--- src/rtl/sobel_gradient_magnitude_defines.svh ---
// Assertion macros shared by the Sobel gradient magnitude RTL.
`ifndef SOBEL_GRADIENT_MAGNITUDE_DEFINES_SVH
`define SOBEL_GRADIENT_MAGNITUDE_DEFINES_SVH

// Same-cycle implication, disabled while reset is held.
`define SGM_ASSERT_IMPL(label, clk, rst_n, ante, cons, msg) \
    label: assert property (@(posedge clk) disable iff (!rst_n) (ante) |-> (cons)) \
        else $error(msg);

// Next-cycle implication, disabled while reset is held.
`define SGM_ASSERT_NEXT(label, clk, rst_n, ante, cons, msg) \
    label: assert property (@(posedge clk) disable iff (!rst_n) (ante) |=> (cons)) \
        else $error(msg);

`endif

--- src/rtl/sgm_pkg.sv ---
// Types, constants and codes shared by the Sobel gradient magnitude block.
`default_nettype none
package sgm_pkg;

    localparam int PIX_W          = 8;
    localparam int CFG_W          = 10;
    localparam int CFG_INDEX_W    = 1;
    localparam int COORD_W        = 9;
    localparam int DEF_MAX_WIDTH  = 512;
    localparam int DEF_MAX_HEIGHT = 512;
    localparam int MIN_SIZE       = 2;
    localparam logic [CFG_W-1:0] SIZE_RESET = 10'd512;

    localparam int GRAY_SUM_W = 13;
    localparam int GRAY_SHIFT = 5;
    localparam int GRAY_R     = 11;
    localparam int GRAY_G     = 16;
    localparam int GRAY_B     = 5;

    localparam int GRAD_W     = 12;
    localparam int SQ_W       = 20;
    localparam int SUM_W      = 21;
    localparam int ROOT_IN_W  = 16;
    localparam int ROOT_BIT_W = 3;
    localparam logic [PIX_W-1:0] MAG_MAX = 8'd255;

    localparam int JOB_N          = 4;
    localparam int JOB_UPPER_PREV = 0;
    localparam int JOB_UPPER_LAST = 1;
    localparam int JOB_LOWER_PREV = 2;
    localparam int JOB_LOWER_LAST = 3;

    typedef logic [JOB_N-1:0] job_mask_t;

    // [row top..bottom][column left..right]
    typedef logic [2:0][2:0][PIX_W-1:0] win_t;

    typedef enum logic [CFG_INDEX_W-1:0] {
        CFG_WIDTH  = 1'b0,
        CFG_HEIGHT = 1'b1
    } cfg_index_t;

    typedef struct packed {
        logic [PIX_W-1:0] red;
        logic [PIX_W-1:0] green;
        logic [PIX_W-1:0] blue;
    } in_word_t;

    typedef struct packed {
        logic [COORD_W-1:0] out_column;
        logic [COORD_W-1:0] out_row;
        logic [PIX_W-1:0]   magnitude;
        logic               last_of_run;
    } out_word_t;

    typedef enum logic [2:0] {
        ST_IDLE,
        ST_FETCH,
        ST_DISPATCH,
        ST_CALC,
        ST_EMIT
    } sgm_state_t;

    typedef enum logic [2:0] {
        MG_IDLE,
        MG_GRAD,
        MG_SQUARE,
        MG_SUM,
        MG_ROOT
    } mag_state_t;

endpackage
`default_nettype wire

--- src/rtl/sgm_magnitude.sv ---
// Sobel gradient, sum of squares and bit-serial integer square root.
`default_nettype none
`include "sobel_gradient_magnitude_defines.svh"
module sgm_magnitude
    import sgm_pkg::*;
(
    input  wire logic       aclk,
    input  wire logic       aresetn,
    input  wire logic       start,
    input  wire win_t       view,
    output logic            done,
    output logic [PIX_W-1:0] mag
);

    mag_state_t state_reg, state_next;

    win_t                        view_reg;
    logic signed [GRAD_W-1:0]    gx_reg, gy_reg, gx_next, gy_next;
    logic signed [2*GRAD_W-1:0]  prod_x, prod_y;
    logic [SQ_W-1:0]             gx2_reg, gy2_reg;
    logic [SUM_W-1:0]            sum;
    logic [ROOT_IN_W-1:0]        rad_reg;
    logic [PIX_W-1:0]            root_reg, trial;
    logic [2*PIX_W-1:0]          trial_sq;
    logic [ROOT_BIT_W-1:0]       bit_reg;
    logic                        done_reg;

    function automatic logic signed [GRAD_W-1:0] px(input logic [PIX_W-1:0] p);
        px = signed'(GRAD_W'(p));
    endfunction

    always_comb begin
        gx_next = (px(view_reg[0][2]) - px(view_reg[0][0]))
                + ((px(view_reg[1][2]) - px(view_reg[1][0])) <<< 1)
                + (px(view_reg[2][2]) - px(view_reg[2][0]));
        gy_next = (px(view_reg[2][0]) - px(view_reg[0][0]))
                + ((px(view_reg[2][1]) - px(view_reg[0][1])) <<< 1)
                + (px(view_reg[2][2]) - px(view_reg[0][2]));
    end

    assign prod_x   = gx_reg * gx_reg;
    assign prod_y   = gy_reg * gy_reg;
    assign sum      = SUM_W'(gx2_reg) + SUM_W'(gy2_reg);
    assign trial    = root_reg | (PIX_W'(1) << bit_reg);
    assign trial_sq = trial * trial;

    always_comb begin
        state_next = state_reg;
        case (state_reg)
            MG_IDLE: begin
                if (start) begin
                    state_next = MG_GRAD;
                end
            end
            MG_GRAD:   state_next = MG_SQUARE;
            MG_SQUARE: state_next = MG_SUM;
            MG_SUM: begin
                if (sum[SUM_W-1:ROOT_IN_W] != '0) begin
                    state_next = MG_IDLE;
                end else begin
                    state_next = MG_ROOT;
                end
            end
            MG_ROOT: begin
                if (bit_reg == '0) begin
                    state_next = MG_IDLE;
                end
            end
            default: state_next = MG_IDLE;
        endcase
    end

    always_ff @(posedge aclk) begin
        if (!aresetn) begin
            state_reg <= MG_IDLE;
            done_reg  <= 1'b0;
        end else begin
            state_reg <= state_next;
            done_reg  <= ((state_reg == MG_SUM) && (state_next == MG_IDLE))
                      || ((state_reg == MG_ROOT) && (bit_reg == '0));
        end
    end

    always_ff @(posedge aclk) begin
        case (state_reg)
            MG_IDLE: begin
                if (start) begin
                    view_reg <= view;
                end
            end
            MG_GRAD: begin
                gx_reg <= gx_next;
                gy_reg <= gy_next;
            end
            MG_SQUARE: begin
                gx2_reg <= prod_x[SQ_W-1:0];
                gy2_reg <= prod_y[SQ_W-1:0];
            end
            MG_SUM: begin
                rad_reg  <= sum[ROOT_IN_W-1:0];
                bit_reg  <= ROOT_BIT_W'(PIX_W - 1);
                root_reg <= (sum[SUM_W-1:ROOT_IN_W] != '0) ? MAG_MAX : '0;
            end
            MG_ROOT: begin
                if (trial_sq <= rad_reg) begin
                    root_reg <= trial;
                end
                bit_reg <= bit_reg - ROOT_BIT_W'(1);
            end
            default: ;
        endcase
    end

    assign done = done_reg;
    assign mag  = root_reg;

    `SGM_ASSERT_IMPL(a_start_when_idle, aclk, aresetn, start, state_reg == MG_IDLE, "start while busy")
    `SGM_ASSERT_NEXT(a_done_pulse, aclk, aresetn, done_reg, !done_reg, "done held over two cycles")

endmodule
`default_nettype wire
--- config.mk ---
export PLATFORM = sky130hd
export DESIGN_NAME = sgm_magnitude
export DESIGN_NICKNAME = d
export VERILOG_FILES = /design/src/rtl/sgm_pkg.sv /design/src/rtl/sgm_magnitude.sv
export VERILOG_INCLUDE_DIRS = /design/src /design/src/rtl
export SDC_FILE = /design/constraint.sdc
export NUM_CORES = 1
export LEC_CHECK = 0
export ABC_AREA = 1
export BUFFER_PORTS_ARGS = -buffer_cell sky130_fd_sc_hd__buf_2
export CAP_MARGIN = 5
export CELL_PAD_IN_SITES_DETAIL_PLACEMENT = 1
export CELL_PAD_IN_SITES_GLOBAL_PLACEMENT = 1
export CORE_MARGIN = 2
export CORE_UTILIZATION = 45
export CTS_BUF_LIST = sky130_fd_sc_hd__clkbuf_16
export DETAILED_ROUTE_END_ITERATION = 6
export PLACE_DENSITY = 0.82
export SYNTH_ARGS = -nofsm -noshare
export SYNTH_HDL_FRONTEND = slang
export SYNTH_SLANG_ARGS = --single-unit
--- constraint.sdc ---
create_clock -name aclk -period 6 [get_ports aclk]
set_input_delay 0.3 -clock aclk [delete_from_list [all_inputs] [get_ports aclk]]
set_output_delay 0.3 -clock aclk [all_outputs]
set_load 0.01 [all_outputs]
### After elaboration in Yosys (flattened, before gate mapping)

Cells that the tools add are included.

* mux-type cells: 8
* bitwise operators: 1
* reduce and logical (&&, ||, !) cells: 10
* multipliers: 3
* eq/ne operators: 5
* shift operators: 1
* $add $sub $neg: 12
* order comparisons: 1

Operator list (count)
* subtractor 8 x 8 -> 9 bit: 6
* multiplier 12 x 12 -> 20 bit: 2
* adder 11 x 9 -> 12 bit: 2
* adder 9 x 10 -> 11 bit: 2
* adder 20 x 20 -> 21 bit: 1
* less-or-equal comparator 16 bit: 1
* multiplier 8 x 8 -> 16 bit: 1
* 2-to-1 mux 8 bit: 2
* one-hot mux 8 bit (2 select lines): 1
* one-hot mux 3 bit (5 select lines): 1
* zero test 3 bit: 3
* 2-to-1 mux 3 bit: 3
* OR 8 bit: 1
* << shifter 1 x 3 -> 8 bit (first input constant): 1
* equality test 3 x 2 -> 1 bit (second input constant): 2
* one-hot mux 3 bit (2 select lines): 1
* nonzero test 5 bit: 1
* AND reduction 2 bit: 2
* equality test 3 x 1 -> 1 bit (second input constant): 1
* equality test 3 bit (second input constant): 1
* subtractor 3 x 1 -> 3 bit (second input constant): 1
* logical AND 1 bit: 2
* inequality test 2 x 1 -> 1 bit (second input constant): 1
* nonzero test 2 bit: 1
* logical OR 1 bit: 1

* word-level logic and storage cells: 58
* input port bits: 75
* output and inout bits: 9
* bits in registers: 159

### Logic depth before layout (Yosys ltp)

* depth after elaboration: 7
* depth in mapped cells: 33
* mapped depth without buffers: 33

### Worst setup path before layout

Ideal clock, no wire load.

* path kind: register to register
* from: register bit_reg[0]
* to: register root_reg[0], in the netlist mag[0], enable pin
* data arrival time: 5.982 ns
* data required time: 5.615 ns
* cell stages (with the launch flop): 29
* slack: -0.367 ns
* clock period less this slack: 6.367 ns
* buffers on the path: 0
* library setup time: 0.385 ns
* cell sequence: edfxtp_1 inv_1 ha_1 a21oi_1 inv_1 nand2_1 inv_1 fa_1 fa_1 inv_1 fa_1 fa_1 inv_1 ha_1 inv_1 nor3_1 a21oi_1 o21ai_1 nand2_1 nand2_1 a21oi_1 xor2_1 ha_1 nand2_1 inv_1 nand3_1 nor3_1 a31oi_1 a21boi_0

* word-level cells in the longest chain between the ends: 6

Ends and longest elaborated chain
* start, declared: line sgm_magnitude.sv:25 `logic [ROOT_BIT_W-1:0] bit_reg;`
* start signal, assigned: line sgm_magnitude.sv:101 `bit_reg <= ROOT_BIT_W'(PIX_W - 1);`
* start signal, assigned: line sgm_magnitude.sv:108 `bit_reg <= bit_reg - ROOT_BIT_W'(1);`
* << shifter 1 x 3 -> 8 bit: line sgm_magnitude.sv:44 `assign trial = root_reg | (PIX_W'(1) << bit_reg);`
* OR 8 bit: line sgm_magnitude.sv:44
* multiplier 8 x 8 -> 16 bit: line sgm_magnitude.sv:45 `assign trial_sq = trial * trial;`
* less-or-equal comparator 16 bit: line sgm_magnitude.sv:105 `if (trial_sq <= rad_reg) begin`
* inequality test 2 x 1 -> 1 bit (no source line)
* AND reduction 2 bit (no source line)
* end signal, assigned: line sgm_magnitude.sv:102 `root_reg <= (sum[SUM_W-1:ROOT_IN_W] != '0) ? MAG_MAX : '0;`
* end signal, assigned: line sgm_magnitude.sv:106 `root_reg <= trial;`
* end, declared: line sgm_magnitude.sv:23 `logic [PIX_W-1:0] root_reg, trial;`

Every way passes these cells.
A chain may end at the register's enable or synchronous reset.

### Worst setup path after layout

* from: register bit_reg[0]
* to: register root_reg[7], in the netlist mag[7], enable pin

Same word-level chain as after synthesis.

==> flow_summary.yaml <==
clock_network:
  clockRootBuffer: "clkbuf_16"
  clkTransAtPathRegs_ns: 0.08
  numCtsBuffers: 17
  cts_buffer_depth: 2
  cts_tree: "yes"
  h-tree-depth: 4
  clk_latency_ns: 0.47
  cts_sinks: 157
cells_and_area:
  largest_reg_flops: 64
  finalNetCount: 2839
  layout_commonest_cell: "inv_1"
  diodes: 0
  final_cell_mix: "inv_1 (589), nand2_1 (325), fa_1 (249)"
  drive_above_1_share_pct: 11.2
  area_growth_pct: 14.3
  layout.cells.non_filler: 2837
  postLayoutCellArea_mm2: 0.0222
global_routing:
  grt_pass1_wl_um: 82100
  antenna_found_initial: 0
  first_global_vias: 16958
  grt_max_degree: 66
  grt.total_usage_pct: 23.4
  overflow: 0
hold_path:
  min_path_cells: 1
  min_to: "view_reg[50]"
  min-delay-start: "view[50]"
  hold_path_class: "in2reg"
detailed_routing:
  drt_iter0_drc: 513
  wl_met2_um: 28200
  drc: 0
  wl_met1_um: 19000
  vias: 14352
  topRoutingLayerUsed: "met4"
  ant_nets: 0
  wl_per_cell_um: 17.8
  drt_first_pass_iters: 5
  dr_wl_met3_um: 1610
  routed_wl_um: 50400
  viasPerCell: 5.06
setup_path:
  timing.rr.start: "bit_reg[0]"
  path_common_cell: "inv_2"
  crit_fanout: 8
  crit_slowest_cell: "fa_2"
  worstSetupPathType: "reg2reg"
  crit_arrival_ns: 6.29
  r2r_slack_ns: -0.10
  worstSetupStartpointType: "flop"
  worstRegToRegCells: 32
  r2r_end: "mag[7]"
  crit_required_ns: 6.18
  endpoint_kind: "flop"
  critical-path-max-stage-delay_ns: 0.59
synth:
  yosysTopAreaCell: "fa_1"
  ys_warn_count: 0
  ys_seq_area_share_pct: 24.1
  async_flop_share_pct: 0
  synth_edf_count: 153
  netlist_instances: 2108
  yosysTopAreaCellShare_pct: 25.9
  synth_seq_cells: 157
  ys_types: 43
  synth_area_mm2: 0.0194
  syn_area_per_cell_um2: 9.20
  synthTopCellsByArea: "fa_1 (26%), edfxtp_1 (24%), ha_1 (15%)"
  syn_nets: 2669
  synthFlopType: "edfxtp_1"
die:
  die_y_um: 212
  die-area_mm2: 0.0448
  io_pins: 84
  initial_core_util_pct: 45.3
  die_x_um: 212
  coreArea_mm2: 0.0428
  rows: 76
placed_design:
  placed_cells: 2738
  dp_hpwl_um: 38400
  io_buffer_count: 75
  gp_congestion: 0.842
  placed_cell_area_mm2: 0.0206
timing:
  finalWorstPathRequiredPeriod_ns: 6.10
  finClkSkew_ns: 0.0146
  finalSetupTns_ns: -0.810
  fmax_mhz: 164
  slew-limit-headroom_pct: 39.3
  rsz0062_at_grt: "true"
  min_period_over_period_pct: 102
  maxSlewViolCount: 0
  tightest_slew_ns: 0.910
  hold_viol_final: 0
  finalWorstSetupSlack_ns: -0.103
  setup_viol: 8
run_status:
  status: "finished with violations"
  failed_checks: "setup timing"
run:
  maxCapViolCount: 0
kinds of logic after synthesis:
kind of cell / Yosys count / share of synthesized area, %
AO/OA/AOI/OAI: 211 / 5.99
XOR/XNOR: 137 / 6.34
adder cells (fa/ha/maj): 486 / 41.1
buffers and inverters: 638 / 12.5
flip-flops: 157 / 24.1
AND/OR/NAND/NOR: 479 / 10.0
metal layers:
metal / track usage, % / up-vias
met5: 0 / -
met1: 24.9 / 7237
met2: 46.2 / 240
met3: 4.14 / 110
met4: 7.67 / 0
li1: - / 6765
area by class of cell:
| cell class | instances | area [um2] |
|---|---|---|
| Tap cell | 546 | 683 |
| Clock inverter | 15 | 183 |
| Timing Repair Buffer | 179 | 1280 |
| Fill cell | 4853 | 20600 |
| Sequential cell | 157 | 4670 |
| Multi-Input combinational cell | 1313 | 12600 |
| Inverter | 610 | 2300 |
| Clock buffer | 17 | 425 |
Yosys cell counts, types with 20 or more instances:
cell type	n
inv_1	606
nand2_1	335
fa_1	251
ha_1	235
edfxtp_1	153
a21oi_1	126
xor2_1	77
nor2_1	64
xnor2_1	56
nand3_1	47
clkbuf_1	25
o21ai_0	22
o21ai_1	20
worst max path at each step:
stage,slack (ns),startpoint,endpoint,cells after the start
detailed placement,-0.29,bit_reg[0],mag[7],28
CTS,0.002,bit_reg[0],mag[7],32
finish,-0.10,bit_reg[0],mag[7],32
global placement,-0.05,bit_reg[0],mag[1],30
floorplan,0.004,bit_reg[0],mag[0],28
global route,-0.42,bit_reg[0],mag[7],28
what timing repair did:
action                     in CTS  in global routing
setup buffers                  16                 10
hold buffers                   36                  5
resized for setup              56                 23
setup endpoints to repair       8                  8
hold endpoints to repair       36                  5
cloned                          0                  0
pin swaps                      36                 24
per-stage QoR:
stage / hold slack [ns] / utilization, % / worst slack, ns
2_1_floorplan: 0.399 / - / 0.00426
3_3_place_gp: 0.477 / 48.2 / -0.0461
3_5_place_dp: 0.478 / 48.2 / -0.287
4_1_cts: 0.000106 / 51.3 / 0.00209
5_1_grt: -0.000598 / 51.8 / -0.418
6_report: 0.0138 / 51.8 / -0.103
worst max-delay path, delay by kind of cell, from the launching register on:
kind                       cells  cell delay [ns]
adders and majority gates      6             2.40
and+or+nand+nor               10             0.99
buffers and inverters          8             0.72
AOI/OAI and AO/OA              5             0.71
xor gates and xnor gates       3             0.52
DFF                            1             0.49
Power is not shown: default switching activity piles up to over one toggle a cycle in this logic, so the estimate is an artifact.
